[src/hdl/tsct_pkg.sv]
// ----------------------------------------------------------------------------
// Taylor sine, cosine and tangent package
// Fixed-point constants, series coefficients and the records passed between
// the cells of the pipeline.
// ----------------------------------------------------------------------------
package tsct_pkg;

   localparam int FracBits   = 60;
   localparam int ValueWidth = 40;
   localparam int QuotWidth  = ValueWidth + 1;

   localparam logic [63:0] OneQ    = 64'h1000_0000_0000_0000;
   localparam logic [63:0] TauQ    = 64'h6487_ED51_10B4_611A;
   localparam logic [63:0] PiQ     = 64'h3243_F6A8_885A_308D;
   localparam logic [63:0] HalfPiQ = 64'h1921_FB54_442D_1847;

   localparam logic [63:0] ValPosMax = 64'h0000_007F_FFFF_FFFF;
   localparam logic [63:0] ValNegMag = 64'h0000_0080_0000_0000;
   localparam logic [QuotWidth-1:0] QuotCap = 41'h100_0000_0000;

   // 1/k! rounded to nearest with 60 fraction bits.
   localparam logic [63:0] CoefTab [16] = '{
      (OneQ + 64'd0) / 64'd1,
      (OneQ + 64'd0) / 64'd1,
      (OneQ + 64'd1) / 64'd2,
      (OneQ + 64'd3) / 64'd6,
      (OneQ + 64'd12) / 64'd24,
      (OneQ + 64'd60) / 64'd120,
      (OneQ + 64'd360) / 64'd720,
      (OneQ + 64'd2520) / 64'd5040,
      (OneQ + 64'd20160) / 64'd40320,
      (OneQ + 64'd181440) / 64'd362880,
      (OneQ + 64'd1814400) / 64'd3628800,
      (OneQ + 64'd19958400) / 64'd39916800,
      (OneQ + 64'd239500800) / 64'd479001600,
      (OneQ + 64'd3113510400) / 64'd6227020800,
      (OneQ + 64'd43589145600) / 64'd87178291200,
      (OneQ + 64'd653837184000) / 64'd1307674368000
   };

   typedef enum logic [1:0] {
      CMD_SINE    = 2'd0,
      CMD_COSINE  = 2'd1,
      CMD_TANGENT = 2'd2,
      CMD_UNUSED  = 2'd3
   } cmd_type;

   typedef enum logic [1:0] {
      STATUS_OK        = 2'd0,
      STATUS_DOMAIN    = 2'd1,
      STATUS_SATURATED = 2'd2
   } status_type;

   typedef enum logic [1:0] {
      CELL_SQUARE = 2'd0,
      CELL_HORNER = 2'd1,
      CELL_FINAL  = 2'd2
   } cell_mode_type;

   // Record carried through the modulo-tau reduction.
   typedef struct packed {
      cmd_type     cmd;
      logic        sneg;
      logic [63:0] mag;
      logic [63:0] rem;
   } red_type;

   // Record carried through the series evaluation.
   typedef struct packed {
      cmd_type     cmd;
      logic        sneg;
      logic        cneg;
      logic [63:0] xs;
      logic [63:0] x2;
      logic [63:0] ps;
      logic [63:0] pc;
   } work_type;

   // Record carried through the tangent division.
   typedef struct packed {
      cmd_type              cmd;
      logic                 sneg;
      logic                 cneg;
      logic [63:0]          smag;
      logic [63:0]          cmag;
      logic [63:0]          rem;
      logic [QuotWidth-1:0] quot;
      logic                 big;
   } div_type;

   // Sign and magnitude of a result before it is packed into the value.
   typedef struct packed {
      logic        neg;
      logic [63:0] mag;
      logic        dom;
      logic        tan;
      logic        zero;
   } fmt_type;

   // Joins the four 32 x 32 partial products and keeps bits 60 upwards.
   function automatic logic [63:0] mul_fold(input logic [63:0] ll, input logic [63:0] lh,
                                            input logic [63:0] hl, input logic [63:0] hh);
      logic [127:0] sum;
      sum = {hh, ll} + {32'd0, lh, 32'd0} + {32'd0, hl, 32'd0};
      return sum[FracBits+63:FracBits];
   endfunction

endpackage

[src/hdl/tsct_div_cell.sv]
// ----------------------------------------------------------------------------
// Division cell
// One restoring step of the tangent quotient, with a sticky flag for a
// quotient that has passed the saturation cap.
// ----------------------------------------------------------------------------
module tsct_div_cell #(
   parameter bit HasBit = 1'b1,
   parameter int SrcIdx = 0
) (
   input  logic              clock,
   input  logic              reset,
   input  logic              en,
   input  logic              in_valid,
   input  tsct_pkg::div_type in_data,
   output logic              out_valid,
   output tsct_pkg::div_type out_data
);

   logic                          valid_ff;
   tsct_pkg::div_type             data_ff;
   tsct_pkg::div_type             data_in;
   logic [64:0]                   rem_sh;
   logic [64:0]                   rem_sub;
   logic                          ge;
   logic [tsct_pkg::QuotWidth-1:0] quot_n;

   always_comb begin
      rem_sh  = {in_data.rem, HasBit ? in_data.smag[SrcIdx[5:0]] : 1'b0};
      rem_sub = rem_sh - {1'b0, in_data.cmag};
      ge      = rem_sh >= {1'b0, in_data.cmag};
      quot_n  = {in_data.quot[tsct_pkg::QuotWidth-2:0], ge};
      data_in = in_data;
      data_in.rem  = ge ? rem_sub[63:0] : rem_sh[63:0];
      data_in.quot = quot_n;
      // Once past the cap the quotient only grows, so the flag sticks.
      data_in.big  = in_data.big || in_data.quot[tsct_pkg::QuotWidth-1] ||
                     (quot_n > tsct_pkg::QuotCap);
   end

   always_ff @(posedge clock) begin
      if (reset) begin
         valid_ff <= 1'b0;
      end else if (en) begin
         valid_ff <= in_valid;
      end
   end

   always_ff @(posedge clock) begin
      if (en) begin
         data_ff <= data_in;
      end
   end

   assign out_valid = valid_ff;
   assign out_data  = data_ff;

endmodule

[config.mk]
export PLATFORM = sky130hd
export DESIGN_NAME = tsct_div_cell
export DESIGN_NICKNAME = d
export VERILOG_FILES = /design/src/hdl/tsct_pkg.sv /design/src/hdl/tsct_div_cell.sv
export SDC_FILE = /design/constraint.sdc
export NUM_CORES = 1
export LEC_CHECK = 0
export ABC_CLOCK_PERIOD_IN_PS = 2800
export BUFFER_PORTS_ARGS = -buffer_cell sky130_fd_sc_hd__buf_2
export CORE_MARGIN = 3
export CORE_UTILIZATION = 35
export CTS_CLUSTER_DIAMETER = 100
export DETAILED_ROUTE_END_ITERATION = 16
export GPL_TIMING_DRIVEN = 0
export HOLD_SLACK_MARGIN = 0.05
export SYNTH_ARGS = -nofsm -noshare
export SYNTH_HDL_FRONTEND = slang
export SYNTH_SLANG_ARGS = --single-unit
[constraint.sdc]
create_clock -name clock -period 2.8 [get_ports clock]
set_input_delay 0.14 -clock clock [delete_from_list [all_inputs] [get_ports clock]]
set_output_delay 0.14 -clock clock [all_outputs]
set_load 0.02 [all_outputs]
# Word level (Yosys, flattened, before mapping)
# Index checks and enable logic that the tools add are counted.
# word_totals
regBits,239
out_inout_bits,239
# classes
addsub,1
order_cmp,2
n_mux,1
n_reduce_logical,2
# op_table
operator,n
>= comparator 65 x 64 -> 1 bit,1
two-way mux 64 bit,1
subtractor 64 bit,1
"> comparator 41 bit, second input constant",1
logical OR 1 bit,2

# Depth between registers and ports, before layout
# Gate-level depths: netlist (run 1).
# depth
ltp_word,3
ltp_mapped,15

# Worst setup path after synthesis (run 1)
# Ideal clock, no wire load.
# synth_path
kind,input to register
start,in in_data[113] (netlist name)
end,"reg data_ff, in the netlist out_data[104], data pin"
setup_time_ps,255
arrival_ps,2602
required_ps,2545
slack_ps,-57
path_stages,11
path_buffers,0
path_cell_list,inv_1 > ha_1 > a211oi_2 > o21bai_2 > o311a_4 > o31ai_4 > a21boi_2 > a2111oi_4 > nor3_1 > or3_1 > a31o_1
# synth_lines
element,line_no,source
"start, declared",tsct_div_cell.sv:14,"input tsct_pkg::div_type in_data,"
"end signal, assigned",tsct_div_cell.sv:50,data_ff <= data_in;
"end, declared",tsct_div_cell.sv:20,tsct_pkg::div_type data_ff;

==> results of run 1 <==
==> metal layers <==
| metal | GRT usage | up-vias | wire length (µm) |
|---|---|---|---|
| met2 | 0.414 | 438 | 22900 |
| met5 | 0 | - | 65 |
| met3 | 0.0599 | 96 | 3690 |
| met1 | 0.268 | 5417 | 17400 |
| li1 | - | 5493 | - |
| met4 | 0.0893 | 10 | 1880 |
==> final cells by class <==
class	count	area, µm²
antenna	3	7.51
buffer	30	156
clock buffer	36	752
clock inverter	12	115
fill	2965	15200
inverter	83	314
multi-input combinational	701	4780
sequential	239	7170
tap	448	561
timing repair buffer	729	4930
==> report_power, final <==
part	internal, W	leakage (nW)	switching [W]	total [W]
combinational	0.00110	5.35	0.00172	0.00282
sequential	0.00438	2.34	0.0000880	0.00447
clock	0.00206	0.417	0.00144	0.00349
total	0.00755	8.10	0.00324	0.0108
==> synth_stat cells, types with 10 or more instances <==
library cell	number	area (µm²)
sky130_fd_sc_hd__a21o_1	25	188
sky130_fd_sc_hd__a21oi_1	87	435
sky130_fd_sc_hd__a31oi_1	10	62.6
sky130_fd_sc_hd__and3_1	12	75.1
sky130_fd_sc_hd__buf_2	12	60.1
sky130_fd_sc_hd__clkbuf_1	35	131
sky130_fd_sc_hd__edfxtp_1	238	7150
sky130_fd_sc_hd__ha_1	64	801
sky130_fd_sc_hd__inv_1	82	308
sky130_fd_sc_hd__nand2_1	117	439
sky130_fd_sc_hd__nand3_1	17	85.1
sky130_fd_sc_hd__nand4_1	29	181
sky130_fd_sc_hd__nor2_1	34	128
sky130_fd_sc_hd__nor3_1	18	90.1
sky130_fd_sc_hd__nor4_1	16	100
sky130_fd_sc_hd__o21ai_0	37	185
sky130_fd_sc_hd__o21ai_1	60	300
sky130_fd_sc_hd__o21bai_1	19	143
sky130_fd_sc_hd__o31ai_1	12	90.1
sky130_fd_sc_hd__xnor2_1	33	289
sky130_fd_sc_hd__xor2_1	21	184
==> through the flow <==
step           utilization  hold WS (ps)  setup WS (ps)
6_report             0.553           109            166
3_3_place_gp         0.448           299          -1740
5_1_grt              0.553          96.7           9.81
4_1_cts              0.549          76.4          -96.3
2_1_floorplan            -           212           31.2
3_5_place_dp         0.450           312          -1560
==> worst register-to-register path, stage by stage, from the launching register on <==
cell	delay [ps]
sky130_fd_sc_hd__dfxtp_1	320
sky130_fd_sc_hd__mux2i_1	120
sky130_fd_sc_hd__nor2_1	60
sky130_fd_sc_hd__dlygate4sd3_1	540
==> logic make-up after synthesis <==
group,after synthesis
AOI/OAI and AO/OA,297
and+or+nand+nor,281
DFF,239
buffers and inverters,130
adders and majority gates,65
xor gates and xnor gates,54
muxes,4
==> flip-flops by register name, summed over array words and instances (netlist names) <==
name	flops
out_valid	1
out_data	238
==> worst max path at each step <==
stage,cells past startpoint,start,slack (ps),endpoint
after floorplan,13,in_data[123],30,out_data[87]
after global placement,1,en,-1740,out_data[163]
after detailed placement,15,in_data[156],-1560,out_data[63]
after CTS,12,in_data[110],-100,out_data[105]
after global routing,12,in_data[139],10,out_data[101]
final,13,in_data[101],170,out_data[87]
==> timing repair <==
action	4_1_cts	5_1_grt
gates resized for setup	21	36
setup endpoints to repair	66	65
pin swaps	5	10
hold endpoints to repair	253	0
buffers inserted	6	1
hold buffers	240	0
==> impl_results.rst, run 1 <==
.. list-table::
   :header-rows: 1

   * - Metric
     - Value
   * - Leading register cell type out of synthesis
     - sky130_fd_sc_hd__edfxtp_1
   * - Largest net degree at the start of global routing
     - 104
   * - R2r startpoint
     - out_valid
   * - Nets@finish
     - 2119
   * - Worst hold path type
     - in2reg
   * - Parity-gate share of the synthesized area counting xor and xnor cells
     - 0.0387
   * - Post-route total power
     - 0.0108 W
   * - Standard cell area after detailed placement
     - 15300 µm²
   * - TritonCTS Buffers
     - 28
   * - Post-synth net total
     - 1377
   * - Clock latency on the worst-skew pair
     - 550 ps
   * - Placed wire-length estimate after detailed placement
     - 33700 µm
   * - Area enclosed by the die boundary
     - 37200 µm²
   * - Placed Cells incl. Taps
     - 2000
   * - Routed vias
     - 11500
   * - Multiplexer share of the synthesized area
     - 0.00348
   * - Port-buffer cells
     - 480
   * - Die outline height
     - 193 µm
   * - Iteration count of the initial detailed-routing pass
     - 5
   * - Number of sinks driven by the clock tree
     - 239
   * - Worst-case headroom to the max-slew limit
     - 0.521
   * - Effective utilization at floorplan
     - 0.360
   * - Sequential share of the synthesized area
     - 0.586
   * - Post-synthesis cell area
     - 12200 µm²
   * - Number of routed nets with antenna violations
     - 0
   * - Kind of start point of the critical path
     - input port
   * - Result of the run
     - finished clean
   * - Global placement routability congestion
     - 0.882
   * - Leakage power total
     - 8.10 nW
   * - Worst clock skew
     - 0 ps
   * - Area of all placed cells without fillers
     - 18800 µm²
   * - Clock-pin slew of the registers on the worst-case setup and hold paths
     - 60 ps
   * - Synth Area in Compound Gates
     - 0.152
   * - Count of warnings emitted by yosys
     - 0
   * - DRC Markers
     - 0
   * - Max Root-Sink Buffers
     - 3
   * - Largest stage delay on the critical path
     - 560 ps
   * - Standard cell with the maximum stage delay on the critical path
     - sky130_fd_sc_hd__dlygate4sd3_1
   * - Initial antenna violation count
     - 8
   * - Async set-or-reset flop fraction in the synthesized netlist
     - 0
   * - Leftover overflow at the end of global routing
     - 0
   * - First-pass GRT wire length
     - 66500 µm
   * - Row cnt
     - 67
   * - Post-synthesis instance total
     - 1070
   * - #FFs+latches synth
     - 239
   * - Period Utilization, post-route
     - 0.941
   * - CP Buf/Inv Count
     - 5
   * - FMAX
     - 380 MHz
   * - Worst Setup End Kind
     - register
   * - Vias in the first global route
     - 11700
   * - Post-synthesis cell type count
     - 66
   * - Count of cells along the worst register-to-register path
     - 3
   * - Non-filler cells in the finished layout
     - 2281
   * - Commonest cells after routing, fill and taps aside
     - sky130_fd_sc_hd__buf_2 (487), sky130_fd_sc_hd__dlygate4sd3_1 (240), sky130_fd_sc_hd__edfxtp_1 (238)
   * - Main combinational cell family by area after synthesis
     - compound AO/OA/AOI/OAI gates
   * - DRC violation total after the first TritonRoute iteration
     - 598
   * - Hold Startpoint
     - in_data[107]
   * - Cell at the root of the clock tree
     - sky130_fd_sc_hd__clkbuf_16
   * - Die extent in x
     - 193 µm
   * - CP required
     - 3100 ps
   * - Max Fanout on Critical Path
     - 10
   * - Number of ports placed on the die boundary
     - 481
   * - Unrepaired setup endpoints after global routing
     - false
   * - Setup tns final
     - 0 ps
   * - Final min period
     - 2630 ps
   * - Mean routed wirelength per cell
     - 20.1 µm
   * - Slew at the pin closest to its max-slew limit
     - 713 ps
   * - Max IR drop VDD
     - 0.472 mV
   * - Aggregate routed wire length
     - 45900 µm
   * - Crit Path Class
     - in2reg
   * - Simple-gate share of the synthesized area
     - 0.112
   * - Arrival time of the worst setup path
     - 2930 ps
   * - Final-report hold violation count
     - 0
   * - Adder-cell share of the synthesized area
     - 0.0671
   * - CTS tree
     - yes
   * - Min-Delay Endpoint
     - out_data[43]
   * - Worst Hold Depth
     - 3
   * - Post-synthesis average cell area
     - 11.4 µm²
   * - Max-cap viol count
     - 0
   * - Total setup violations reported at the end of the flow
     - 0
   * - CTS H-tree depth
     - 1
   * - Most common cell after layout, fill and taps aside
     - sky130_fd_sc_hd__buf_2
   * - FF-to-FF End
     - out_valid
   * - Library cell appearing most often on the critical path
     - sky130_fd_sc_hd__nor3_2
   * - Worst R2R Setup Slack
     - 1650 ps
   * - CP Cell Sequence
     - dlygate4sd3_1 -> buf_2 -> ha_1 -> inv_1 -> nor3_2 -> nand3_1 -> o31ai_4 -> nor3_2 -> o311ai_2 -> nand2_2 -> inv_4 -> buf_6 -> mux2_1
   * - Fin. max-slew vios
     - 0
   * - Number of flops mapped to enable cells by yosys
     - 238
   * - Fraction of final layout cells sized beyond drive strength 1
     - 0.324
   * - Vias per inst
     - 5.02
   * - Gr usage total
     - 0.232
   * - Area added between synthesis and finish
     - 53.6%
   * - Core Footprint
     - 34000 µm²
   * - CP delay by family, top
     - buffers and inverters
   * - Pwr/cell area
     - 574 nW/µm²
(Power assumes the default switching activity.)
==> run 2, diff against run 1 <==
SETUP_SLACK_MARGIN = 0.2   (was unset)
==> impl_results.rst, run 2 (synthesized netlist as in run 1, its figures left out) <==
.. list-table::
   :header-rows: 1

   * - Metric
     - Value
   * - Result of the run
     - finished clean (unchanged)
   * - Iteration count of the initial detailed-routing pass
     - 8 (was 5)
   * - Arrival time of the worst setup path
     - 2920 ps (was 2930 ps)
   * - CP Buf/Inv Count
     - 3 (was 5)
   * - Pwr/cell area
     - 568 nW/µm² (was 574 nW/µm²)
   * - Fin. max-slew vios
     - 0 (unchanged)
   * - Worst clock skew
     - 0 ps (unchanged)
   * - Largest stage delay on the critical path
     - 390 ps (was 560 ps)
   * - DRC violation total after the first TritonRoute iteration
     - 550 (was 598)
   * - Leakage power total
     - 8.23 nW (was 8.10 nW)
   * - Crit Path Class
     - in2reg (unchanged)
   * - Slew at the pin closest to its max-slew limit
     - 945 ps (was 713 ps)
   * - Max Fanout on Critical Path
     - 4 (was 10)
   * - Vias in the first global route
     - 11500 (was 11700)
   * - Routed vias
     - 11600 (was 11500)
   * - Kind of start point of the critical path
     - input port (unchanged)
   * - Die outline height
     - 193 µm (unchanged)
   * - Area occupied by registers
     - 7170 µm² (unchanged)
   * - CP delay by family, top
     - compound AO/OA/AOI/OAI gates (was buffers and inverters)
   * - Area enclosed by the die boundary
     - 37200 µm² (unchanged)
   * - Final-report hold violation count
     - 0 (unchanged)
   * - CTS tree
     - yes (unchanged)
   * - Row cnt
     - 67 (unchanged)
   * - Max FFs per register
     - 238 (unchanged)
   * - DRC Markers
     - 0 (unchanged)
   * - Mean routed wirelength per cell
     - 20.0 µm (was 20.1 µm)
   * - Area added between synthesis and finish
     - 56.2% (was 53.6%)
   * - CP required
     - 3130 ps (was 3100 ps)
   * - Worst Setup End Kind
     - register (unchanged)
   * - Port-buffer cells
     - 480 (unchanged)
   * - Effective utilization at floorplan
     - 0.360 (unchanged)
   * - Setup tns final
     - 0 ps (unchanged)
   * - TritonCTS Buffers
     - 28 (unchanged)
   * - Largest net degree at the start of global routing
     - 126 (was 104)
   * - Number of ports placed on the die boundary
     - 481 (unchanged)
   * - Multi-input combinational cell area
     - 4920 µm² (was 4780 µm²)
   * - Placed wire-length estimate after detailed placement
     - 33900 µm (was 33700 µm)
   * - CP Cell Sequence
     - buf_8 -> inv_4 -> ha_4 -> a211oi_2 -> o21bai_2 -> o311a_4 -> o31ai_4 -> a21boi_4 -> a2111oi_4 -> buf_4 -> nor3_4 -> or3_1 -> a31o_1 (was dlygate4sd3_1 -> buf_2 -> ha_1 -> inv_1 -> nor3_2 -> nand3_1 -> o31ai_4 -> nor3_2 -> o311ai_2 -> nand2_2 -> inv_4 -> buf_6 -> mux2_1)
   * - Core Footprint
     - 34000 µm² (unchanged)
   * - Nets@finish
     - 2146 (was 2119)
   * - Fillers
     - 2915 (was 2965)
   * - Vias per inst
     - 5.01 (was 5.02)
   * - Period Utilization, post-route
     - 0.926 (was 0.941)
   * - First-pass GRT wire length
     - 65700 µm (was 66500 µm)
   * - Most common cell after layout, fill and taps aside
     - sky130_fd_sc_hd__buf_2 (unchanged)
   * - Cell at the root of the clock tree
     - sky130_fd_sc_hd__clkbuf_16 (unchanged)
   * - Area of all placed cells without fillers
     - 19100 µm² (was 18800 µm²)
   * - Standard cell area after detailed placement
     - 15400 µm² (was 15300 µm²)
   * - Max-cap viol count
     - 0 (unchanged)
   * - Worst hold path type
     - in2reg (unchanged)
   * - Unrepaired setup endpoints after global routing
     - true (was false)
   * - Gr usage total
     - 0.231 (was 0.232)
   * - Fraction of final layout cells sized beyond drive strength 1
     - 0.345 (was 0.324)
   * - Die extent in x
     - 193 µm (unchanged)
   * - FMAX
     - 386 MHz (was 380 MHz)
   * - Initial antenna violation count
     - 12 (was 8)
   * - Clock latency on the worst-skew pair
     - 570 ps (was 550 ps)
   * - Global placement routability congestion
     - 0.855 (was 0.882)
   * - CTS H-tree depth
     - 1 (unchanged)
   * - Clock-pin slew of the registers on the worst-case setup and hold paths
     - 60 ps (about the same)
   * - Worst setup slack after layout
     - 206 ps (was 166 ps)
   * - Setup slack after placement
     - -1210 ps (was -1560 ps)
   * - Final min period
     - 2590 ps (was 2630 ps)
   * - Total setup violations reported at the end of the flow
     - 0 (unchanged)
   * - Number of routed nets with antenna violations
     - 0 (unchanged)
   * - Leftover overflow at the end of global routing
     - 0 (unchanged)
   * - Max Root-Sink Buffers
     - 3 (unchanged)
   * - Number of sinks driven by the clock tree
     - 239 (unchanged)
   * - Worst hold slack across all endpoints
     - 115 ps (was 109 ps)
   * - Standard cell with the maximum stage delay on the critical path
     - sky130_fd_sc_hd__o311a_4 (was sky130_fd_sc_hd__dlygate4sd3_1)
   * - Commonest cells after routing, fill and taps aside
     - sky130_fd_sc_hd__buf_2 (484), sky130_fd_sc_hd__dlygate4sd3_1 (240), sky130_fd_sc_hd__edfxtp_1 (238) (was sky130_fd_sc_hd__buf_2 (487), sky130_fd_sc_hd__dlygate4sd3_1 (240), sky130_fd_sc_hd__edfxtp_1 (238))
   * - Aggregate routed wire length
     - 46200 µm (was 45900 µm)
   * - Worst-case headroom to the max-slew limit
     - 0.370 (was 0.521)
   * - Max IR drop VDD
     - 0.481 mV (was 0.472 mV)
[run 2: cell count changes in the layout (fill, tap and decap cells not counted), sizes merged]
cell / change
buf: +14
clkinv: +3
diode: +2
clkbuf: +11
[run 2: what timing repair did]
action / 4_1_cts / 5_1_grt
hold buffers: 240 / 0
buffers inserted: 8 / 10
gates resized for setup: 28 / 57
pin swaps: 11 / 26
cloned: 0 / 0
hold endpoints to repair: 238 / 0
endpoints found under the setup margin: 66 / 63
[run 2: through the flow]
stage | cells | total power, W | util
after floorplan | 1070 | 0.00604 | -
after global placement | 1998 | 0.00704 | 0.452
after detailed placement | 1999 | 0.00704 | 0.453
after CTS | 2296 | 0.0109 | 0.555
after global routing | 2310 | 0.0114 | 0.562
final | 2311 | 0.0108 | 0.563
[run 2: path summary, 6_finish.rpt]
| kind | startpoint | end | slack [ps] | cells after the start |
|---|---|---|---|---|
| worst max register to register | out_valid | out_valid | 1650 | 3 |
| worst min-delay path | in_data[101] | out_data[102] | 110 | 4 |
| worst min register to register | out_valid | out_valid | 1060 | 3 |
| worst max-delay path | in_data[113] | out_data[104] | 210 | 13 |
[run 2: worst min-delay path, cell delays in order]
cell and delay [ps]:
sky130_fd_sc_hd__buf_2 90, sky130_fd_sc_hd__ha_1 160, sky130_fd_sc_hd__xnor2_1 80, sky130_fd_sc_hd__o21ai_1 100
[run 2: report_power, final]
part	switching (W)	internal (W)	leakage, nW
logic	0.00175	0.00114	5.48
registers	0.0000843	0.00439	2.34
clock network	0.00146	0.00202	0.416
total	0.00329	0.00755	8.23
[run 2: layout make-up]
class	instances	area share
timing repair buffer	739	0.261
clock buffer	34	0.0379
clock inverter	15	0.00793
antenna	5	0.000655
tap	448	0.0293
inverter	83	0.0166
buffer	47	0.0138
multi-input combinational	701	0.257
sequential	239	0.375
[run 2: per-layer routing]
layer	up-vias	global-route usage	share of wire
li1	5538	-	-
met1	5452	0.267	0.38
met3	112	0.0652	0.079
met2	462	0.400	0.49
met4	14	0.104	0.049
met5	-	0	0.0020
