<file path="config.mk">
export PLATFORM = sky130hd
export DESIGN_NAME = tsct_reduce_cell
export DESIGN_NICKNAME = d
export VERILOG_FILES = /design/src/hdl/tsct_pkg.sv /design/src/hdl/tsct_reduce_cell.sv
export SDC_FILE = /design/constraint.sdc
export NUM_CORES = 1
export LEC_CHECK = 0
export BUFFER_PORTS_ARGS = -buffer_cell sky130_fd_sc_hd__buf_4
export CAP_MARGIN = 15
export CORE_MARGIN = 2
export CORE_UTILIZATION = 49
export CTS_BUF_LIST = sky130_fd_sc_hd__clkbuf_8
export CTS_CLUSTER_DIAMETER = 30
export CTS_CLUSTER_SIZE = 25
export DETAILED_ROUTE_END_ITERATION = 10
export PLACE_DENSITY_LB_ADDON = 0.15
export SYNTH_ARGS = -nofsm -noshare
export SYNTH_HDL_FRONTEND = slang
export SYNTH_SLANG_ARGS = --single-unit
</file>
<file path="constraint.sdc">
create_clock -name clock -period 2.5 [get_ports clock]
set_input_delay 0 -clock clock [delete_from_list [all_inputs] [get_ports clock]]
set_output_delay 0 -clock clock [all_outputs]
set_load 0.1 [all_outputs]
</file>
<file path="src/hdl/tsct_pkg.sv">
// ----------------------------------------------------------------------------
// Taylor sine, cosine and tangent package
// Fixed-point constants, series coefficients and the records passed between
// the cells of the pipeline.
// ----------------------------------------------------------------------------
package tsct_pkg;

   localparam int FracBits   = 60;
   localparam int ValueWidth = 40;
   localparam int QuotWidth  = ValueWidth + 1;

   localparam logic [63:0] OneQ    = 64'h1000_0000_0000_0000;
   localparam logic [63:0] TauQ    = 64'h6487_ED51_10B4_611A;
   localparam logic [63:0] PiQ     = 64'h3243_F6A8_885A_308D;
   localparam logic [63:0] HalfPiQ = 64'h1921_FB54_442D_1847;

   localparam logic [63:0] ValPosMax = 64'h0000_007F_FFFF_FFFF;
   localparam logic [63:0] ValNegMag = 64'h0000_0080_0000_0000;
   localparam logic [QuotWidth-1:0] QuotCap = 41'h100_0000_0000;

   // 1/k! rounded to nearest with 60 fraction bits.
   localparam logic [63:0] CoefTab [16] = '{
      (OneQ + 64'd0) / 64'd1,
      (OneQ + 64'd0) / 64'd1,
      (OneQ + 64'd1) / 64'd2,
      (OneQ + 64'd3) / 64'd6,
      (OneQ + 64'd12) / 64'd24,
      (OneQ + 64'd60) / 64'd120,
      (OneQ + 64'd360) / 64'd720,
      (OneQ + 64'd2520) / 64'd5040,
      (OneQ + 64'd20160) / 64'd40320,
      (OneQ + 64'd181440) / 64'd362880,
      (OneQ + 64'd1814400) / 64'd3628800,
      (OneQ + 64'd19958400) / 64'd39916800,
      (OneQ + 64'd239500800) / 64'd479001600,
      (OneQ + 64'd3113510400) / 64'd6227020800,
      (OneQ + 64'd43589145600) / 64'd87178291200,
      (OneQ + 64'd653837184000) / 64'd1307674368000
   };

   typedef enum logic [1:0] {
      CMD_SINE    = 2'd0,
      CMD_COSINE  = 2'd1,
      CMD_TANGENT = 2'd2,
      CMD_UNUSED  = 2'd3
   } cmd_type;

   typedef enum logic [1:0] {
      STATUS_OK        = 2'd0,
      STATUS_DOMAIN    = 2'd1,
      STATUS_SATURATED = 2'd2
   } status_type;

   typedef enum logic [1:0] {
      CELL_SQUARE = 2'd0,
      CELL_HORNER = 2'd1,
      CELL_FINAL  = 2'd2
   } cell_mode_type;

   // Record carried through the modulo-tau reduction.
   typedef struct packed {
      cmd_type     cmd;
      logic        sneg;
      logic [63:0] mag;
      logic [63:0] rem;
   } red_type;

   // Record carried through the series evaluation.
   typedef struct packed {
      cmd_type     cmd;
      logic        sneg;
      logic        cneg;
      logic [63:0] xs;
      logic [63:0] x2;
      logic [63:0] ps;
      logic [63:0] pc;
   } work_type;

   // Record carried through the tangent division.
   typedef struct packed {
      cmd_type              cmd;
      logic                 sneg;
      logic                 cneg;
      logic [63:0]          smag;
      logic [63:0]          cmag;
      logic [63:0]          rem;
      logic [QuotWidth-1:0] quot;
      logic                 big;
   } div_type;

   // Sign and magnitude of a result before it is packed into the value.
   typedef struct packed {
      logic        neg;
      logic [63:0] mag;
      logic        dom;
      logic        tan;
      logic        zero;
   } fmt_type;

   // Joins the four 32 x 32 partial products and keeps bits 60 upwards.
   function automatic logic [63:0] mul_fold(input logic [63:0] ll, input logic [63:0] lh,
                                            input logic [63:0] hl, input logic [63:0] hh);
      logic [127:0] sum;
      sum = {hh, ll} + {32'd0, lh, 32'd0} + {32'd0, hl, 32'd0};
      return sum[FracBits+63:FracBits];
   endfunction

endpackage

</file>
<file path="src/hdl/tsct_reduce_cell.sv">
// ----------------------------------------------------------------------------
// Reduction cell
// One restoring step of the angle magnitude modulo tau: shift in one bit,
// subtract tau when the remainder reaches it.
// ----------------------------------------------------------------------------
module tsct_reduce_cell #(
   parameter bit ShiftOnly = 1'b0,
   parameter int BitIdx    = 0
) (
   input  logic              clock,
   input  logic              reset,
   input  logic              en,
   input  logic              in_valid,
   input  tsct_pkg::red_type in_data,
   output logic              out_valid,
   output tsct_pkg::red_type out_data
);

   logic              valid_ff;
   tsct_pkg::red_type data_ff;
   tsct_pkg::red_type data_in;
   logic [63:0]       rem_sh;
   logic              new_bit;

   always_comb begin
      new_bit = ShiftOnly ? 1'b0 : in_data.mag[BitIdx[5:0]];
      // The remainder stays below tau, so the shift cannot overflow.
      rem_sh  = {in_data.rem[62:0], new_bit};
      data_in = in_data;
      if (rem_sh >= tsct_pkg::TauQ) begin
         data_in.rem = rem_sh - tsct_pkg::TauQ;
      end else begin
         data_in.rem = rem_sh;
      end
   end

   always_ff @(posedge clock) begin
      if (reset) begin
         valid_ff <= 1'b0;
      end else if (en) begin
         valid_ff <= in_valid;
      end
   end

   always_ff @(posedge clock) begin
      if (en) begin
         data_ff <= data_in;
      end
   end

   assign out_valid = valid_ff;
   assign out_data  = data_ff;

endmodule

</file>
# After elaboration in Yosys (flattened, before gate mapping)
# Index checks and enable logic that the tools add are counted.
[totals] elab_cells=8 out_inout_bits=132 register_bits=132
[classes] magnitude_cmp=1 n_mux=1 n_addsub=1
[ops] cell="64-bit by 63-bit greater-or-equal comparator with 1-bit output (second input constant)" count=1
[ops] cell="64-bit 2-to-1 mux" count=1
[ops] cell="64-bit by 63-bit subtractor with 64-bit output (second input constant)" count=1

# Logic depth before layout (Yosys ltp)
# Gate-level depths: netlist of run 1.
[logic_depth] ltp_word=2 ltp_mapped=10 ltp_nobuf=9

# Worst setup path before layout of run 1
# No wires, ideal clock.
[synth_timing] path_type="input-to-reg" start="input in_data[36] (netlist bit)" end="register data_ff (netlist bit out_data[38]) (data pin)" path_buffers=3 slack_ps=263 setup_ps=267 cell_stages=10 t_arrival_ps=1971 path_cell_list="buf_2 and4bb_2 a221oi_2 nand2_1 a32o_1 o32ai_4 buf_4 buf_4 nor2_1 xor2_1"
[synth_rtl] item="from (decl)" line_no="tsct_reduce_cell.sv:14" rtl="input tsct_pkg::red_type in_data,"
[synth_rtl] item="to (signal assigned)" line_no="tsct_reduce_cell.sv:47" rtl="data_ff <= data_in;"
[synth_rtl] item="to (decl)" line_no="tsct_reduce_cell.sv:20" rtl="tsct_pkg::red_type data_ff;"

==> impl_results.md, run 1 <==
* R2R Path Start: out_valid$_SDFFE_PP0P_
* Top cells by count, synth: 130 x edfxtp_1, 40 x xor2_1, 32 x nor2_1
* Mean Syn Cell Area at 13.5 um2
* Layout cells sized above 1 at 39.6%
* Hold path cells at 4
* Largest cells by area after synthesis: edfxtp_1 65%, xor2_1 5.8%, xnor2_1 2.6%
* Die Area at roughly 0.013 mm2
* Max clock buf depth at 2
* Ys async rst share at 0%
* Syn Inst Count at 444
* FF+latch count, synth at 131
* DRC errors left at 0
* Core area at 0.0120 mm2
* Multiplexer area fraction after synthesis at less than 1%
* Slew headroom at 57.0%
* Via count at 5,791
* Largest net degree at the start of global routing at 57
* GRT Total Usage at 33.2%
* Vias in the first global route at ~5,800
* DRT Pass-1 Iters at 5
* Outcome: finished, final reports clean
* Post-synthesis xor/xnor area fraction at 8.46%
* Initial antenna violation count at 0
* VDD IR max at 386 uV
* Worst-Skew Late Latency at 0.45 ns
* Yosys cell types at 66
* Highest clock rate at 403 MHz
* Final Wtd Congestion at 0.948
* Cell with the most instances after synthesis: edfxtp_1
* Worst Hold End: out_data[54]$_DFFE_PP_
* First-pass GRT wire length at 32.5 mm
* Adder-cell share of the synthesized area at 0.208%
* WP data arrival at 2.66 ns
* HP Class: in -> reg
* Sequential share of the synthesized area at 65.4%
* H-tree levels at 4
* Die width at 115 um
* Critical path peak fanout at 15
* Syn-to-layout area delta at 69.9%
* Max_cap viols at 0
* DP HPWL at 13.0 mm
* Synth Area in Compound Gates at 9.84%
* Fin nets at 1,005
* Nature of the critical path startpoint: primary input
* Per-cell routed wire length at about 22 um
* Post-layout util at 85.3%
* Worst Setup End Kind: flip-flop
* FF-to-FF path depth at 3
* Reg clk slew, reported paths at 0.08 ns
* Boundary Pins at 267
* Input/output buffers at roughly 270
* HP Start: in_data[51]
* Hold Vio Cnt, Final at 0
* Largest family of logic cells by synthesized area: simple AND/OR/NAND/NOR gates
* Leakage at roughly 0.0042 uW
* Reg2reg setup slack at 1.29 ns
* Simple-gate share of the synthesized area at 13.9%
* Pwr dens at approximately 720 mW/mm2
* Mapped cell area at 0.00600 mm2
* Clk root buf: clkbuf_8
* GRT overflow at 0
* Worst-Margin Slew at between 0.6 and 0.7 ns
* Syn Nets at between 500 and 600
* Post-synth EDFFs at between 100 and 150
* Power Total at 7390 uW
* Setup Crit Path Kind: in -> reg
* Warnings from Yosys at 0
* Post-synth top area share at 65.0%
* Vias/cell at 5.62
* Row cnt at 40
* R2r endpoint: out_valid$_SDFFE_PP0P_
* Initial core utilization at 50.2%
* Slew Viols, Final at 0
* Final ANT Viol Nets at 0
* Clk_skew at 0 ns
* Drt initial violations at 551
* Ys flop type: edfxtp_1
* Final setup violation count at 0
* Cell taking the most area after synthesis: edfxtp_1
* TritonCTS clock tree: yes
* Critical path required time at between 2 and 3 ns
* Final WL at 22.4 mm
* CTS Sinks at 131
* Crit path time final at 2.48 ns
* Final Cycle Share at 99.3%
* CTS Buf Count at 17
* Vert. Die Dim at about 110 um
==> area by class of cell <==
cell class,count,area (um2)
Timing Repair Buffer,421,3560
Sequential cell,131,3920
Clock inverter,15,191
Inverter,10,37.5
Multi-Input combinational cell,288,2070
Fill cell,570,1760
Antenna cell,1,2.50
Clock buffer,17,234
Tap cell,147,184
==> metrics by stage <==
step / TNS [ns] / hold WS, ns / std cells / area (um2) / worst slack (ns)
after floorplan: 0 / 0.0724 / 444 / 6000 / 0.263
after global placement: -0.0209 / 0.160 / 858 / 8250 / -0.0203
after detailed placement: -0.0346 / 0.164 / 858 / 8250 / -0.0195
after CTS: 0 / 0.00494 / 1022 / 10000 / 0.00425
after global routing: -0.152 / 0.0345 / 1029 / 10200 / -0.0372
final: 0 / 0.0212 / 1030 / 10200 / 0.0167
==> state kept, by name (all words and copies together) (netlist names) <==
signal and cells:
out_valid 1, out_data 130
==> routing by layer <==
layer	track usage [%]	up-vias	part of all wire, %
met4	18.9	0	4.8
met3	6.88	78	8.5
met5	0	-	0
met1	38.4	2774	36
met2	57.4	381	51
li1	-	2558	-
==> placed cells by master, fill, tap and decap left out, drive strengths merged, types with 5 or more instances in the layout <==
master,instances
buf,288
dlygate4sd3,132
edfxtp,130
xor2,40
nor2,32
nand2,23
nor3,20
a21oi,18
xnor2,18
clkbuf,18
o21ai,15
inv,13
or3,13
nor4,12
nand3,9
o211ai,8
or2,8
clkinv,6
a31oi,5
==> worst max-delay path: stages <==
cell,delay [ns]
dlygate4sd3_1,0.58
buf_4,0.17
o211ai_1,0.38
nand4b_4,0.18
and4_1,0.27
o211a_4,0.29
o32ai_4,0.24
buf_12,0.16
buf_12,0.15
a211oi_1,0.08
xor2_1,0.16
==> repair_timing <==
item	in CTS	in global routing
endpoints found under the hold margin	129	0
hold buffers	132	0
buffers inserted	0	6
endpoints found under the setup margin	0	60
gates resized for setup	0	22
==> worst max path at each step <==
| stage | start | endpoint | cells past startpoint |
|---|---|---|---|
| detailed placement | in_data[26] | out_data[35]$_DFFE_PP_ | 8 |
| floorplan | in_data[36] | out_data[38]$_DFFE_PP_ | 10 |
| CTS | in_data[44] | out_data[25]$_DFFE_PP_ | 10 |
| global route | in_data[12] | out_data[50]$_DFFE_PP_ | 11 |
| finish | in_data[0] | out_data[30]$_DFFE_PP_ | 11 |
| global placement | in_data[26] | out_data[60]$_DFFE_PP_ | 8 |
==> kinds of logic (layout without fill, tap and decap cells) <==
logic type | count (synthesis) | count (layout)
mux | 1 | 1
flops | 131 | 131
simple gates | 148 | 148
other cells | 0 | 1
compound gates | 80 | 80
xor+xnor | 58 | 58
buf+inv | 25 | 463
fa+ha+maj | 1 | 1
==> power by group <==
group / leakage (uW) / switching (uW) / internal (uW) / total (uW)
Combinational: 0.00274 / 1990 / 682 / 2670
Clock: 0.000216 / 904 / 1080 / 1980
Sequential: 0.00128 / 75.7 / 2660 / 2740
Total: 0.00423 / 2970 / 4420 / 7390
(Power assumes the default switching activity.)
==> run 2, diff against run 1 <==
--- a/config.mk
+++ b/config.mk
@@ -7,7 +7,7 @@
 export LEC_CHECK = 0
 export BUFFER_PORTS_ARGS = -buffer_cell sky130_fd_sc_hd__buf_4
 export CAP_MARGIN = 15
-export CORE_MARGIN = 2
+export CORE_MARGIN = 8
 export CORE_UTILIZATION = 49
 export CTS_BUF_LIST = sky130_fd_sc_hd__clkbuf_8
 export CTS_CLUSTER_DIAMETER = 30
==> run 2 against run 1 <==
Net effect: clock power shrank 9%; first-iteration DRC count grew 12%; fmax grew 2.3%; sequential share of layout area grew 0.67 points; critical endpoint is now out_data[61]$_DFFE_PP_.
==> impl_results.md, run 2 (synthesis gave the netlist of run 1 again) <==
* Outcome: finished, final reports clean
* DRC errors left at 0 (unchanged)
* Vias/cell at 5.44 (-3.2%)
* Final WL at 22.9 mm (+2.5%)
* Vert. Die Dim at 127 um (+10%)
* FF-to-FF path depth at 3 (unchanged)
* Final Cycle Share at 97.1% (-2.2 points)
* Core area at 0.0120 mm2 (+0.42%)
* Initial antenna violation count at 1 (+1)
* Drt initial violations at 618 (+12%)
* Initial core utilization at 50.0% (-0.21 points)
* DRT Pass-1 Iters at 5 (unchanged)
* Final Wtd Congestion at 0.956 (+0.80%)
* Slew Viols, Final at 0 (unchanged)
* Finished Layout Cells at 1,025 (-0.49%)
* Clock power share at 25.0% (-1.8 points)
* Combinational power share at 36.9% (+0.8 points)
* Hold path cells at 3 (-1)
* DP HPWL at 14.6 mm (+13%)
* Input/output buffers at 265 (unchanged)
* Reg clk slew, reported paths at 0.07 ns (about the same)
* Most common cell after layout, fill and taps aside: buf_4
* Final ANT Viol Nets at 0 (unchanged)
* Critical path required time at 2.69 ns (about the same)
* Pre-CTS setup slack at -0.0444 ns (-0.0249 ns)
* GRT Total Usage at 28.5% (-4.7 points)
* Fin area at 0.0100 mm2 (-1.7%)
* Via count at 5,576 (-3.7%)
* Sw Ratio at 40.2% (+0.085 points)
* Boundary Pins at 267 (unchanged)
* Row cnt at 40 (unchanged)
* Clk root buf: clkbuf_8
* Die width at 127 um (+10%)
* Placed Area at 0.00825 mm2 (about the same)
* VDD IR max at 381 uV (-1.3%)
* Most frequent cells in the layout: 279 x buf_4, 136 x dlygate4sd3_1, 130 x edfxtp_1
* Flop pwr share at 38.1% (+1.0 points)
* First-pass GRT wire length at 34.8 mm (+7.0%)
* CTS Sinks at 131 (unchanged)
* Highest clock rate at 412 MHz (+2.3%)
* Max clock buf depth at 2 (unchanged)
* NetSw at 2890 uW (-2.6%)
* WP data arrival at 2.62 ns (-0.04 ns)
* Worst path most repeated cell: dlygate4sd3_1
* Worst path max stage delay at 0.57 ns (about the same)
* Unrepaired setup endpoints after global routing: no
* TritonCTS clock tree: yes
* H-tree levels at 4 (unchanged)
* Syn-to-layout area delta at 67.0%
* Worst-Margin Slew at 0.620 ns (-0.0187 ns)
* Max_cap viols at 0 (unchanged)
* Crit. path cell count at 10 (-1)
* Clk_skew at 0 ns (unchanged)
* Max reg flops at 130 (unchanged)
* Critical path peak fanout at 6 (-9)
* Largest net degree at the start of global routing at 47 (-18%)
* Layout cells sized above 1 at 38.0% (-1.6 points)
* HP Class: in -> reg
* Worst setup margin at 0.0714 ns (+0.0547 ns)
* Crit path max-delay family: buffers and inverters
* Worst path buffer plus inverter count at 3 (-1)
* CTS Buf Count at 17 (unchanged)
* Fin Hold WS at 0.0261 ns (+0.00486 ns)
* Pwr dens at 717 mW/mm2 (-1.2%)
* P_int at 4290 uW (-3.0%)
* Slowest cell on the critical path: dlygate4sd3_1
* Crit path time final at 2.43 ns (-0.0547 ns)
* Worst-Skew Late Latency at 0.44 ns (about the same)
* Fin nets at 1,002 (-0.30%)
* Leakage at 0.00416 uW (-1.7%)
* Worst Setup End Kind: flip-flop
* Vias in the first global route at 5,838 (+0.45%)
* Final setup violation count at 0 (unchanged)
* Die Area at 0.0160 mm2 (+22%)
* GRT overflow at 0 (unchanged)
* Placed insts at 857 (-0.12%)
* Slew headroom at 58.7% (+1.7 points)
* Nature of the critical path startpoint: primary input
* Per-cell routed wire length at 22.4 um (+3.0%)
* CP cell instances: dlygate4sd3_1, buf_4, nand3_1, or2_2, nor2_1, a32o_1, a31o_2, o21a_1, o211ai_1, dlygate4sd3_1
* Setup Crit Path Kind: in -> reg
* Hold Vio Cnt, Final at 0 (unchanged)
* # fillers at 626 (+9.8%)
-- run 2: changes by cell type in the layout (fill, tap and decap cells not counted), moves of 2 or more --
cell           delta
a211oi_1          +2
o21ai_1           -2
a211oi_2          -2
dlygate4sd3_1     +4
o21ai_0           +2
clkinv_2          +2
or3_4             -2
buf_4             -5
a2111oi_1         -2
a2111oi_0         +2
or3_1             +2
-- run 2: worst min-delay path: cells and delay by family --
kind / cells / cell delay (ns)
xor gates and xnor gates: 1 / 0.12
AOI/OAI and AO/OA: 1 / 0.09
buffers and inverters: 1 / 0.13
-- run 2: final timing paths --
kind	endpoint	from	slack [ns]
max	out_data[61]$_DFFE_PP_	in_data[45]	0.07
min	out_data[39]$_DFFE_PP_	in_data[37]	0.03
max reg2reg	out_valid$_SDFFE_PP0P_	out_valid$_SDFFE_PP0P_	1.29
min reg2reg	out_valid$_SDFFE_PP0P_	out_valid$_SDFFE_PP0P_	1.11
-- run 2: repair_timing --
| item | CTS | global route |
|---|---|---|
| setup endpoints to repair | 0 | 3 |
| hold buffers | 136 | 0 |
| gates resized for setup | 0 | 6 |
| setup buffers | 0 | 1 |
| endpoints found under the hold margin | 129 | 0 |
-- run 2: metrics by stage --
step,utilization (%),TNS (ns),total power [uW]
after global placement,68.7,-0.0222,5190
final,83.5,0,7180
after global routing,83.5,0,7370
after CTS,83.2,0,7150
after floorplan,-,0,4530
after detailed placement,68.7,-0.0444,5210
-- run 2: cell type report --
class	instances	area, um2	share of cell area (%)
Multi-Input combinational cell	288	1980	19.8
Clock inverter	13	146	1.46
Timing Repair Buffer	418	3520	35.1
Sequential cell	131	3920	39.1
Inverter	10	37.5	0.374
Antenna cell	1	2.50	0.0250
Clock buffer	17	234	2.33
Tap cell	147	184	1.83
-- run 2: metal layers --
layer  track usage [%]  part of all wire, %
met5                 0                    0
met4              12.4                  3.3
met3              8.13                  8.1
met2              49.8                   51
met1              31.9                   37
-- run 2: power groups by stage --
| stage | Combinational, uW | Clock (uW) | Sequential, uW |
|---|---|---|---|
| 2_1_floorplan | 261 | 0 | 4260 |
| 3_3_place_gp | 2420 | 0 | 2770 |
| 3_5_place_dp | 2440 | 0 | 2770 |
| 4_1_cts | 2620 | 1800 | 2730 |
| 5_1_grt | 2720 | 1900 | 2750 |
| 6_report | 2650 | 1800 | 2740 |
==> run 3, diff against run 2 <==
--- a/config.mk
+++ b/config.mk
@@ -7,8 +7,10 @@
 export LEC_CHECK = 0
 export BUFFER_PORTS_ARGS = -buffer_cell sky130_fd_sc_hd__buf_4
 export CAP_MARGIN = 15
+export CELL_PAD_IN_SITES_DETAIL_PLACEMENT = 1
+export CELL_PAD_IN_SITES_GLOBAL_PLACEMENT = 2
 export CORE_MARGIN = 8
-export CORE_UTILIZATION = 49
+export CORE_UTILIZATION = 31
 export CTS_BUF_LIST = sky130_fd_sc_hd__clkbuf_8
 export CTS_CLUSTER_DIAMETER = 30
 export CTS_CLUSTER_SIZE = 25
==> run 3 against run 2 <==
Net effect: clock skew is the same; routed wire length increased by 10%; non-clock buffer count is 31 higher; critical path type unchanged; largest cell class unchanged; cell count grew 15%; utilization fell by 29 points; total power is 2.3% higher; worst setup slack lost 0.036 ns; critical path depth decreased by 1.
==> impl_results.md, run 3 (synthesis gave the netlist of run 1 again) <==
* DP HPWL at 17.6 mm (+21%)
* Clock power share at 26.3% (+1.3 points)
* Crit path max-delay family: buffers and inverters
* Vert. Die Dim at 155 um (+22%)
* Core area at 0.0192 mm2 (+60%)
* Max reg flops at 130 (unchanged)
* Largest net degree at the start of global routing at 56 (+19%)
* Initial antenna violation count at 2 (+1)
* CTS Sinks at 131 (unchanged)
* Outcome: finished, final reports clean
* HP Class: in -> reg
* Fin nets at 1,033 (+3.1%)
* Die Area at 0.0241 mm2 (+50%)
* Max clock buf depth at 2 (unchanged)
* Worst-Skew Late Latency at 0.44 ns (about the same)
* Final ANT Viol Nets at 0 (unchanged)
* Critical path required time at 2.81 ns (+0.12 ns)
* Slew Viols, Final at 0 (unchanged)
* Row cnt at 51 (+28%)
* GRT overflow at 0 (unchanged)
* Syn-to-layout area delta at 74.1%
* Power Total at 7350 uW (+2.3%)
* Vias/cell at 4.73 (-13%)
* Via count at 5,564 (-0.22%)
* P_int at 4300 uW (+0.16%)
* Reg clk slew, reported paths at 0.09 ns (+0.02 ns)
* Flop pwr share at 37.2% (-0.9 points)
* Leakage at 0.00433 uW (+3.9%)
* Die width at 155 um (+22%)
* Setup_tns at 0 ns (unchanged)
* Initial core utilization at 31.3% (-19 points)
* Layout cells sized above 1 at 41.4% (+3.5 points)
* Slew headroom at 60.0% (+1.4 points)
* Combinational power share at 36.5% (-0.4 points)
* Highest clock rate at 406 MHz (-1.4%)
* TritonCTS clock tree: yes
* Pwr dens at 703 mW/mm2 (-1.9%)
* CP cell instances: dlygate4sd3_1, buf_4, or2_2, or3_1, o32ai_4, buf_4, nand2_1, o211ai_1, dlygate4sd3_1
* Max_cap viols at 0 (unchanged)
* Input/output buffers at 265 (unchanged)
* Worst path buffer plus inverter count at 4 (+1)
* Final setup violation count at 0 (unchanged)
* Worst path max stage delay at 0.57 ns (about the same)
* Final WL at 25.2 mm (+10%)
* Hold Vio Cnt, Final at 0 (unchanged)
* Clk root buf: clkbuf_8
* GRT Total Usage at 21.0% (-7.5 points)
* DRC errors left at 0 (unchanged)
* Nature of the critical path startpoint: primary input
* Most frequent cells in the layout: 314 x buf_4, 132 x dlygate4sd3_1, 130 x edfxtp_1
* Vias in the first global route at 6,236 (+6.8%)
* Per-cell routed wire length at 21.5 um (-4.1%)
* First-pass GRT wire length at 38.6 mm (+11%)
* WP data arrival at 2.78 ns (+0.16 ns)
* Drt initial violations at 287 (-54%)
* Most common cell after layout, fill and taps aside: buf_4
* Slowest cell on the critical path: dlygate4sd3_1
* CTS Buf Count at 17 (unchanged)
* Crit path time final at 2.46 ns (+0.0355 ns)
* VDD IR max at 346 uV (-9.2%)
* Sw Ratio at 41.5% (+1.3 points)
* Boundary Pins at 267 (unchanged)
* DRT Pass-1 Iters at 4 (-1)
* Clk_skew at 0 ns (unchanged)
* Worst Setup End Kind: flip-flop
* NetSw at 3050 uW (+5.6%)
* H-tree levels at 4 (unchanged)
* Final Cycle Share at 98.6% (+1.4 points)
* Final Wtd Congestion at 0.858 (-10%)
* Critical path peak fanout at 12 (+6)
* Worst-Margin Slew at 0.599 ns (-0.0205 ns)
* Setup Crit Path Kind: in -> reg
* Unrepaired setup endpoints after global routing: no
==> run 3: cell count changes in the layout (fill, tap and decap cells not counted), sizes merged <==
cell,change
clkinvlp,+2
buf,+35
dlygate4sd3,-4
inv,+6
clkinv,-6
bufinv,-1
clkbuf,+1
==> run 3: worst paths after layout <==
path | cells after the start | to | slack, ns | start
setup / recovery | 9 | out_data[61]$_DFFE_PP_ | 0.04 | in_data[58]
hold / removal | 3 | out_data[41]$_DFFE_PP_ | 0.05 | in_data[40]
hold reg to reg | 3 | out_valid$_SDFFE_PP0P_ | 1.10 | out_valid$_SDFFE_PP0P_
setup reg to reg | 3 | out_valid$_SDFFE_PP0P_ | 1.33 | out_valid$_SDFFE_PP0P_
==> run 3: routing by layer <==
metal | vias up | GRT usage, % | part of all wire, %
li1 | 2613 | - | -
met1 | 2727 | 25.7 | 43
met2 | 199 | 36.3 | 49
met3 | 21 | 5.35 | 6.1
met4 | 4 | 5.04 | 1.2
met5 | - | 0 | 0.11
==> run 3: worst min-delay path, cell delays in order <==
cell and delay (ns):
buf_4 0.14, inv_1 0.09, xnor2_1 0.14
==> run 3: metrics by stage <==
| stage | cells | hold slack (ns) | setup WS (ns) | cell area [um2] | utilization, % |
|---|---|---|---|---|---|
| 6_report | 1176 | 0.0484 | 0.0358 | 10500 | 54.4 |
| 5_1_grt | 1175 | 0.0166 | 0.00364 | 10500 | 54.4 |
| 4_1_cts | 1173 | 0.000410 | 0.0194 | 10400 | 54.1 |
| 3_5_place_dp | 1010 | 0.175 | -0.111 | 8660 | 45.1 |
| 3_3_place_gp | 1010 | 0.160 | -0.0848 | 8660 | 45.1 |
| 2_1_floorplan | 444 | 0.0724 | 0.263 | 6000 | - |
==> run 3: what timing repair did <==
| action | CTS | global route |
|---|---|---|
| hold buffers | 131 | 1 |
| resized for setup | 0 | 11 |
| setup endpoints to repair | 0 | 1 |
| hold endpoints to repair | 125 | 1 |
| setup buffers | 0 | 1 |
==> run 3: final cells by class <==
class                      count  area [um2]
antenna                        1        2.50
clock buffer                  18         248
clock inverter                14         166
fill                        1986        8750
inverter                      10        37.5
multi-input combinational    288        2010
sequential                   131        3920
tap                          265         332
timing repair buffer         449        3740
==> run 3: power by group through the flow <==
| stage | Combinational [uW] | Clock, uW | Sequential, uW |
|---|---|---|---|
| 2_1_floorplan | 261 | 0 | 4260 |
| 4_1_cts | 2670 | 1980 | 2730 |
| 5_1_grt | 2770 | 2080 | 2750 |
| 3_5_place_dp | 2500 | 0 | 2770 |
| 6_report | 2680 | 1940 | 2730 |
| 3_3_place_gp | 2480 | 0 | 2770 |
